### config.mk
export PLATFORM = sky130hd
export DESIGN_NAME = linear_segment_envelope_core
export DESIGN_NICKNAME = d
export VERILOG_FILES = /design/src/rtl/lse_pkg.sv /design/src/rtl/linear_segment_envelope_core.sv
export VERILOG_INCLUDE_DIRS = /design/src /design/src/rtl
export SDC_FILE = /design/constraint.sdc
export NUM_CORES = 2
export LEC_CHECK = 0
export ABC_AREA = 0
export BUFFER_PORTS_ARGS = -buffer_cell sky130_fd_sc_hd__buf_2
export CAP_MARGIN = 40
export CORE_MARGIN = 2
export CORE_UTILIZATION = 60
export DETAILED_ROUTE_END_ITERATION = 10
export GPL_TIMING_DRIVEN = 0
export PLACE_DENSITY = 0.77
export RECOVER_POWER = 100
export SETUP_SLACK_MARGIN = 0.05
export SLEW_MARGIN = 20
export SYNTH_ARGS = -nofsm -noshare
export SYNTH_HDL_FRONTEND = slang
export SYNTH_SLANG_ARGS = --single-unit
### constraint.sdc
create_clock -name aclk -period 25.2 [get_ports aclk]
set_input_delay 2.52 -clock aclk [delete_from_list [all_inputs] [get_ports aclk]]
set_output_delay 2.52 -clock aclk [all_outputs]
set_load 0.005 [all_outputs]
### src/rtl/assert_macros.svh
// Assertion helpers shared by the RTL. Both sample on aclk and are
// disabled while aresetn is low.
`ifndef ASSERT_MACROS_SVH
`define ASSERT_MACROS_SVH

// A condition that must hold at every clock edge.
`define ASSERT_ALWAYS(label, cond, msg) \
    label: assert property (@(posedge aclk) disable iff (!aresetn) (cond)) \
        else $error(msg);

// A condition that must hold whenever a trigger is seen.
`define ASSERT_IMPLIES(label, trig, cond, msg) \
    label: assert property (@(posedge aclk) disable iff (!aresetn) \
        (trig) |-> (cond)) else $error(msg);

`endif

### src/rtl/lse_pkg.sv
`timescale 1ns / 1ps

package lse_pkg;

    localparam int VALUE_W = 32;
    localparam int DELTA_W = 33;
    localparam int STEPS_W = 24;
    localparam int STATUS_W = 2;

    // One quotient bit is produced per divider iteration.
    localparam int DIV_STEPS = DELTA_W;
    localparam int DIV_CNT_W = $clog2(DIV_STEPS);

    localparam logic OP_SAMPLE = 1'b0;
    localparam logic OP_APPEND = 1'b1;

    localparam logic [STATUS_W-1:0] STATUS_SAMPLE   = 2'd0;
    localparam logic [STATUS_W-1:0] STATUS_ACCEPTED = 2'd1;
    localparam logic [STATUS_W-1:0] STATUS_DROPPED  = 2'd2;
    localparam logic [STATUS_W-1:0] STATUS_HOLD     = 2'd3;

    typedef struct packed {
        logic                      opcode;
        logic signed [VALUE_W-1:0] start_value;
        logic signed [VALUE_W-1:0] end_value;
        logic [STEPS_W-1:0]        step_count;
    } lse_in_t;

    typedef struct packed {
        logic signed [VALUE_W-1:0] sample_value;
        logic [STATUS_W-1:0]       status;
        logic                      more_pending;
    } lse_out_t;

    typedef struct packed {
        logic signed [VALUE_W-1:0] start_value;
        logic signed [VALUE_W-1:0] end_value;
        logic [STEPS_W-1:0]        step_count;
    } lse_seg_t;

endpackage

### src/rtl/linear_segment_envelope_core.sv
// Append, ramp step and hold items: IDLE takes the input, then EXEC registers the result
// once the output register is free. A segment pop runs EXEC (the head-entry read lands in
// rd_data_reg), READ (divider setup), DIV (radix-2 divider forming the 33-bit per-segment
// delta, one quotient bit per iteration) and FINISH (one commit once the output is free).
// A new item is taken only back in IDLE, after the last result; m_ready can hold that back.
// Reset (aresetn low, synchronous) clears pointers, count, value, delta, step counter and
// the handshake; the segment memory keeps its contents and holds nothing valid after reset.
`timescale 1ns / 1ps
`include "assert_macros.svh"

module linear_segment_envelope_core #(
    parameter int QUEUE_DEPTH = 16
) (
    input  logic             aclk,
    input  logic             aresetn,
    input  logic             s_valid,
    output logic             s_ready,
    input  lse_pkg::lse_in_t s_data,
    output logic             m_valid,
    input  logic             m_ready,
    output lse_pkg::lse_out_t m_data
);
    import lse_pkg::*;

    localparam int PTR_W = $clog2(QUEUE_DEPTH);
    localparam int CNT_W = $clog2(QUEUE_DEPTH + 1);

    localparam logic [2:0] ST_IDLE   = 3'd0;
    localparam logic [2:0] ST_EXEC   = 3'd1;
    localparam logic [2:0] ST_READ   = 3'd2;
    localparam logic [2:0] ST_DIV    = 3'd3;
    localparam logic [2:0] ST_FINISH = 3'd4;

    logic [2:0] state_reg, state_next;
    lse_in_t    item_reg, item_next;

    logic [PTR_W-1:0] head_reg, head_next;
    logic [PTR_W-1:0] tail_reg, tail_next;
    logic [CNT_W-1:0] count_reg, count_next;

    logic signed [VALUE_W-1:0] value_reg, value_next;
    logic signed [DELTA_W-1:0] delta_reg, delta_next;
    logic [STEPS_W-1:0]        steps_reg, steps_next;

    logic     m_valid_reg, m_valid_next;
    lse_out_t m_data_reg, m_data_next;

    // Segment memory, one entry per queued segment.
    lse_seg_t seg_mem [QUEUE_DEPTH];
    lse_seg_t rd_data_reg;
    logic     mem_we;
    lse_seg_t mem_wdata;

    // Divider and pending-segment state.
    logic [STEPS_W-1:0]   div_rem_reg, div_rem_next;
    logic [DELTA_W-1:0]   div_quo_reg, div_quo_next;
    logic [STEPS_W-1:0]   div_den_reg, div_den_next;
    logic                 div_neg_reg, div_neg_next;
    logic [DIV_CNT_W-1:0] div_cnt_reg, div_cnt_next;
    logic signed [VALUE_W-1:0] seg_start_reg, seg_start_next;
    logic [STEPS_W-1:0]        seg_steps_m1_reg, seg_steps_m1_next;

    logic                      out_free;
    logic                      queue_full;
    logic signed [VALUE_W+1:0] ramp_sum;
    logic signed [VALUE_W-1:0] ramp_value;
    logic [STEPS_W-1:0]        rd_steps;
    logic signed [DELTA_W-1:0] rd_diff;
    logic [STEPS_W:0]          div_trial;
    logic [CNT_W-1:0]          count_dec;

    assign s_ready    = (state_reg == ST_IDLE);
    assign m_valid    = m_valid_reg;
    assign m_data     = m_data_reg;
    assign out_free   = !m_valid_reg || m_ready;
    assign queue_full = (count_reg == CNT_W'(QUEUE_DEPTH));
    assign count_dec  = count_reg - CNT_W'(1);

    // The ramp saturates to the 32-bit signed range.
    always_comb begin
        ramp_sum = {{2{value_reg[VALUE_W-1]}}, value_reg} + {delta_reg[DELTA_W-1], delta_reg};
        if (ramp_sum[VALUE_W+1:VALUE_W-1] == 3'b000 ||
            ramp_sum[VALUE_W+1:VALUE_W-1] == 3'b111) begin
            ramp_value = ramp_sum[VALUE_W-1:0];
        end else if (ramp_sum[VALUE_W+1]) begin
            ramp_value = {1'b1, {(VALUE_W-1){1'b0}}};
        end else begin
            ramp_value = {1'b0, {(VALUE_W-1){1'b1}}};
        end
    end

    assign rd_steps  = (rd_data_reg.step_count == '0) ? STEPS_W'(1) : rd_data_reg.step_count;
    assign rd_diff   = {rd_data_reg.end_value[VALUE_W-1], rd_data_reg.end_value}
                     - {rd_data_reg.start_value[VALUE_W-1], rd_data_reg.start_value};
    assign div_trial = {div_rem_reg, div_quo_reg[DELTA_W-1]};

    always_comb begin
        state_next        = state_reg;
        item_next         = item_reg;
        head_next         = head_reg;
        tail_next         = tail_reg;
        count_next        = count_reg;
        value_next        = value_reg;
        delta_next        = delta_reg;
        steps_next        = steps_reg;
        m_valid_next      = m_valid_reg && !m_ready;
        m_data_next       = m_data_reg;
        mem_we            = 1'b0;
        mem_wdata         = '{start_value: item_reg.start_value,
                              end_value:   item_reg.end_value,
                              step_count:  item_reg.step_count};
        div_rem_next      = div_rem_reg;
        div_quo_next      = div_quo_reg;
        div_den_next      = div_den_reg;
        div_neg_next      = div_neg_reg;
        div_cnt_next      = div_cnt_reg;
        seg_start_next    = seg_start_reg;
        seg_steps_m1_next = seg_steps_m1_reg;

        case (state_reg)
            ST_IDLE: begin
                if (s_valid) begin
                    item_next  = s_data;
                    state_next = ST_EXEC;
                end
            end
            ST_EXEC: begin
                if (item_reg.opcode == OP_SAMPLE && steps_reg == '0 && count_reg != '0) begin
                    // The memory read of the head entry lands in rd_data_reg this cycle.
                    state_next = ST_READ;
                end else if (out_free) begin
                    m_valid_next = 1'b1;
                    state_next   = ST_IDLE;
                    if (item_reg.opcode == OP_APPEND) begin
                        m_data_next.sample_value = value_reg;
                        if (queue_full) begin
                            m_data_next.status       = STATUS_DROPPED;
                            m_data_next.more_pending = 1'b1;
                        end else begin
                            mem_we     = 1'b1;
                            tail_next  = (tail_reg == PTR_W'(QUEUE_DEPTH - 1)) ?
                                         '0 : tail_reg + PTR_W'(1);
                            count_next = count_reg + CNT_W'(1);
                            m_data_next.status       = STATUS_ACCEPTED;
                            m_data_next.more_pending = 1'b1;
                        end
                    end else if (steps_reg != '0) begin
                        steps_next = steps_reg - STEPS_W'(1);
                        value_next = ramp_value;
                        m_data_next.sample_value = ramp_value;
                        m_data_next.status       = STATUS_SAMPLE;
                        m_data_next.more_pending = (steps_reg != STEPS_W'(1)) ||
                                                   (count_reg != '0);
                    end else begin
                        m_data_next.sample_value = value_reg;
                        m_data_next.status       = STATUS_HOLD;
                        m_data_next.more_pending = 1'b0;
                    end
                end
            end
            ST_READ: begin
                // Divide the magnitude, then restore the sign: truncation toward zero.
                div_neg_next      = rd_diff[DELTA_W-1];
                div_quo_next      = rd_diff[DELTA_W-1] ? (~rd_diff + DELTA_W'(1)) : rd_diff;
                div_rem_next      = '0;
                div_den_next      = rd_steps;
                div_cnt_next      = DIV_CNT_W'(DIV_STEPS - 1);
                seg_start_next    = rd_data_reg.start_value;
                seg_steps_m1_next = rd_steps - STEPS_W'(1);
                state_next        = ST_DIV;
            end
            ST_DIV: begin
                if (div_trial >= {1'b0, div_den_reg}) begin
                    div_rem_next = STEPS_W'(div_trial - {1'b0, div_den_reg});
                    div_quo_next = {div_quo_reg[DELTA_W-2:0], 1'b1};
                end else begin
                    div_rem_next = div_trial[STEPS_W-1:0];
                    div_quo_next = {div_quo_reg[DELTA_W-2:0], 1'b0};
                end
                if (div_cnt_reg == '0) begin
                    state_next = ST_FINISH;
                end else begin
                    div_cnt_next = div_cnt_reg - DIV_CNT_W'(1);
                end
            end
            ST_FINISH: begin
                if (out_free) begin
                    value_next  = seg_start_reg;
                    delta_next  = div_neg_reg ? -$signed(div_quo_reg) : $signed(div_quo_reg);
                    steps_next  = seg_steps_m1_reg;
                    head_next   = (head_reg == PTR_W'(QUEUE_DEPTH - 1)) ?
                                  '0 : head_reg + PTR_W'(1);
                    count_next  = count_dec;
                    m_valid_next = 1'b1;
                    m_data_next.sample_value = seg_start_reg;
                    m_data_next.status       = STATUS_SAMPLE;
                    m_data_next.more_pending = (seg_steps_m1_reg != '0) || (count_dec != '0);
                    state_next  = ST_IDLE;
                end
            end
            default: begin
                state_next = ST_IDLE;
            end
        endcase
    end

    always_ff @(posedge aclk) begin
        if (mem_we) begin
            seg_mem[tail_reg] <= mem_wdata;
        end
        rd_data_reg <= seg_mem[head_reg];
    end

    always_ff @(posedge aclk) begin
        if (!aresetn) begin
            state_reg   <= ST_IDLE;
            head_reg    <= '0;
            tail_reg    <= '0;
            count_reg   <= '0;
            value_reg   <= '0;
            delta_reg   <= '0;
            steps_reg   <= '0;
            m_valid_reg <= 1'b0;
        end else begin
            state_reg   <= state_next;
            head_reg    <= head_next;
            tail_reg    <= tail_next;
            count_reg   <= count_next;
            value_reg   <= value_next;
            delta_reg   <= delta_next;
            steps_reg   <= steps_next;
            m_valid_reg <= m_valid_next;
        end
    end

    always_ff @(posedge aclk) begin
        item_reg         <= item_next;
        m_data_reg       <= m_data_next;
        div_rem_reg      <= div_rem_next;
        div_quo_reg      <= div_quo_next;
        div_den_reg      <= div_den_next;
        div_neg_reg      <= div_neg_next;
        div_cnt_reg      <= div_cnt_next;
        seg_start_reg    <= seg_start_next;
        seg_steps_m1_reg <= seg_steps_m1_next;
    end

    `ASSERT_ALWAYS(a_count_bound, count_reg <= CNT_W'(QUEUE_DEPTH), "queue count above depth")
    `ASSERT_IMPLIES(a_ptr_count, head_reg == tail_reg,
        count_reg == '0 || count_reg == CNT_W'(QUEUE_DEPTH), "pointers disagree with count")
    `ASSERT_IMPLIES(a_finish_entry, state_reg == ST_FINISH,
        $past(state_reg) == ST_DIV || $past(state_reg) == ST_FINISH,
        "commit reached without division")
    `ASSERT_IMPLIES(a_hold_idle, m_valid_reg && m_data_reg.status == STATUS_HOLD,
        !m_data_reg.more_pending, "hold result reports pending work")

endmodule
==> results by group <==
Run status
  – Result of the run: finished with violations
  – Violated checks: capacitance limit, slew limit

Worst hold path
  – Hold path endpoint: seg_start_reg[20]$_DFFE_PP_
  – Class of the worst hold path: register to register
  – Origin of the worst min-delay path: rd_data_reg[76]$_DFF_P_
  – Hold path depth: 0

Logic synthesis
  – Post-Synthesis Mean Instance Area: 17.63 sq um
  – Simple-gate share of the synthesized area: 0.04853
  – Synth top area share: 0.6564
  – Net count after synthesis: about 4.6k
  – Number of distinct library cell variants in the gate-level netlist after synthesis: around 110
  – Area contributors post-synth: edfxtp_1 66%, mux4_2 13%, dfxtp_1 5.1%
  – Area of the mapped netlist: around 77000 sq um
  – Largest family of logic cells by synthesized area: multiplexers
  – Complex-gate fraction of the synthesized area: 0.05915
  – Ys async rst share: 0
  – Sequential share of the synthesized area: 0.7070
  – Main flop type after synthesis: edfxtp_1
  – Warnings from Yosys: 0
  – XOR/XNOR Fraction of Synth Area: 0.01746
  – Cell taking the most area after synthesis: edfxtp_1
  – Synth Instances: 4350
  – Share of synthesized cell area in full adder, half adder and majority cells: 0.01775
  – Number of flops mapped to enable cells by yosys: 1676
  – Mux share of post-synthesis cell area: 0.1325
  – Number of synthesized register bits: 1870

Drt
  – Total detailed-routing wirelength: 222300 um
  – Avg WL per Cell: approximately 33 um
  – Drc violations: 0
  – Detailed-router iteration count before antenna repair: 6
  – Residual antenna-violating net count after detailed routing: 0
  – Iteration-0 DRC Markers: 7313
  – Via-to-Cell Ratio: 6.908
  – Detailed-route via count: 46.32k

Clock tree
  – CTS max path bufs: 3
  – Clock buffers created by TritonCTS: ~180
  – Source-to-sink clock delay at the later pin of the worst-skew pair: 0.84 ns
  – TritonCTS clock tree: built
  – Number of gates resized after cts: 0
  – Post-CTS Setup Repair Bufs: 0
  – CTS hold repair buffers: 0
  – CTS clock-pin slew for the worst setup and hold paths: 0.07 ns
  – Clock tree root driver cell: clkbuf_16
  – TritonCTS Sinks: 1870
  – H-tree depth: 4

Cells and area
  – Number of flip-flops in the largest register: around 1.4k
  – Final Net Count: 5076
  – Ratio of cells with drive above 1 in the final layout: 0.1894
  – Layout-stage area growth over the synthesis result: 13.31%
  – Most common cell after layout, fill and taps aside: edfxtp_1
  – Finished Cell Area: 86880 sq um
  – # fillers: slightly below 8k
  – Highest-count cells in the layout ignoring fill and taps: 1676 x edfxtp_1, 440 x mux4_2, 428 x clkbuf_1, 197 x nand2_1, 196 x a21oi_1

STA
  – Final-report setup violation count: 0
  – Max-slew headroom: -1.034
  – Fin Clk Skew: 0.04586 ns
  – RSZ-0062 raised after global routing: false
  – Post-layout minimum cycle time: roughly 10 ns
  – Part of the cycle the worst path needs: 0.4058
  – Setup TNS: 0 ns
  – Number of hold violations in the final report: 0
  – Slew @ Worst Pin: just over 3 ns
  – Final Max Tran Viols: between 700 and 800
  – Maximum operating frequency: between 0.09 and 0.1 GHz

Floorplan
  – Overall die area: 130700 sq um
  – Total core area: between 100000 and 150000 sq um
  – Cell row count: 131
  – Effective utilization at floorplan: 0.6028
  – Io pins: 130
  – Die Y-Extent: around 360 um
  – Die Width: approximately 360 um

Critical path
  – Type of element launching the critical path: register
  – Type of destination of the critical path: register
  – Critical path start-end classification: register to register
  – Worst Path Max Fanout: 19
  – Data required time at the worst endpoint: around 26 ns
  – Cell occurring most often along the worst timing path: clkbuf_1
  – Bufs and invs on worst path: 7
  – Origin of the critical flop-to-flop path: count_reg[1]$_SDFFE_PN0P_
  – Worst stage delay on the critical path: 1.21 ns
  – Depth of the worst register-to-register path: 15
  – Data arrival time at the worst-slack endpoint: 10.64 ns
  – FF-to-FF End: seg_mem[15][39]$_DFFE_PP_
  – Slowest stage cell on the critical path: clkbuf_1
  – Cells along the critical path: inv_1 > ha_1 > nor3b_1 > nor2b_1 > nand3b_1 > nor4bb_1 > and3_1 > clkbuf_1 > nand2_1 > nor2_1 > clkbuf_1 > clkbuf_1 > clkbuf_1 > clkbuf_1 > clkbuf_1
  – Gate family responsible for the most delay along the worst path: buffers and inverters
  – Setup slack, reg-to-reg: approximately 15 ns

Global routing
  – Number of antenna violations at the first check in global routing: 10
  – Maximum number of pins on one net before global-route repair: 53
  – Global routing usage summed across all routing layers: 0.3419
  – Number of global-route vias before repair: about 45k
  – First-pass GRT wire length: 318600 um
  – Grt total ovfl: 0

Placed design
  – Post-place instance area: slightly above 80000 sq um
  – DP Wirelength: 141000 um
  – Final weighted congestion in routability-driven placement: 0.9741
  – IO buf count: 128

Power and ir drop
  – Total power divided by cell area: 82.92 nW/um^2
  – Static leakage power: 0.02834 uW
  – Maximum resistive drop on vdd: approximately 0.079 mV

Job
  – Count of max-cap constraint violations: 40
[through the flow]
stage | hold WS (ns) | utilization | setup WS, ns | power [uW] | instances
after floorplan | 0.4082 | - | 15.40 | 4115 | 4350
after global placement | 0.4194 | 0.6242 | 7.211 | 4376 | 6140
after detailed placement | 0.4277 | 0.6485 | 19.38 | 4400 | 6327
after CTS | 0.4320 | 0.6980 | 19.91 | 7224 | 6670
after global routing | 0.4434 | 0.6829 | 14.96 | 7390 | 6698
final | 0.4319 | 0.6831 | 14.97 | 7204 | 6705
[layer usage]
layer | up-vias | track usage | wire [um]
met4 | 4 | 0.1758 | 13040
met1 | 23501 | 0.4560 | 78280
met5 | - | 0 | 22
li1 | 18559 | - | -
met3 | 675 | 0.07800 | 25900
met2 | 3578 | 0.5345 | 105100
[kinds of logic after synthesis]
kind of cell               after synthesis
muxes                                  465
and+or+nand+nor                        736
adders and majority gates              107
buffers and inverters                  338
DFF                                   1870
xor gates and xnor gates               152
AOI/OAI and AO/OA                      682
[area by class of cell]
cell class	count	area (sq um)	area share
well taps	1662	2079	0.02393
plain buffers	240	948.4	0.01092
multi-input cells	2142	21050	0.2422
clock buffers	245	5107	0.05879
clock inverters	98	1189	0.01368
repair buffers	343	1914	0.02203
diodes	7	17.52	0.0002016
inverters	98	367.9	0.004234
flip-flops and latches	1870	54210	0.6240
[how the worst max path moves through the flow]
stage	start	endpoint	cells past startpoint
3_5_place_dp	m_ready	seg_mem[3][42]$_DFFE_PP_	11
6_report	count_reg[1]$_SDFFE_PN0P_	seg_mem[15][39]$_DFFE_PP_	15
5_1_grt	count_reg[1]$_SDFFE_PN0P_	seg_mem[15][39]$_DFFE_PP_	15
4_1_cts	count_reg[1]$_SDFFE_PN0P_	seg_mem[3][42]$_DFFE_PP_	15
2_1_floorplan	m_ready	seg_mem[3][0]$_DFFE_PP_	5
3_3_place_gp	m_ready	seg_mem[3][40]$_DFFE_PP_	6
[cells in the mapped netlist, drive strengths merged (8+ instances only)]
master / n
inv: 98
nand3: 69
or4: 12
nor2b: 29
or2: 10
a31oi: 21
edfxtp: 1676
o21a: 19
nand2b: 9
nor4: 29
nor3: 51
o211ai: 36
a21boi: 15
o211a: 24
nand2: 197
xnor2: 78
xor2: 74
a211oi: 28
o21bai: 8
or3: 24
a21oi: 199
o21ai: 163
o31ai: 13
ha: 104
dfxtp: 194
buf: 71
mux2i: 22
nand4: 21
clkbuf: 169
o41ai: 9
and3: 22
nor2: 181
o22ai: 25
a21o: 44
mux4: 440
and4: 10
and2: 43
o221ai: 9
[power breakdown]
| part | switching [uW] | internal, uW |
|---|---|---|
| combinational | 483 | 245 |
| sequential | 101 | 3520 |
| clock | 1210 | 1650 |
| total | 1790 | 5410 |
Note: power is estimated with default switching activity, not from simulation.
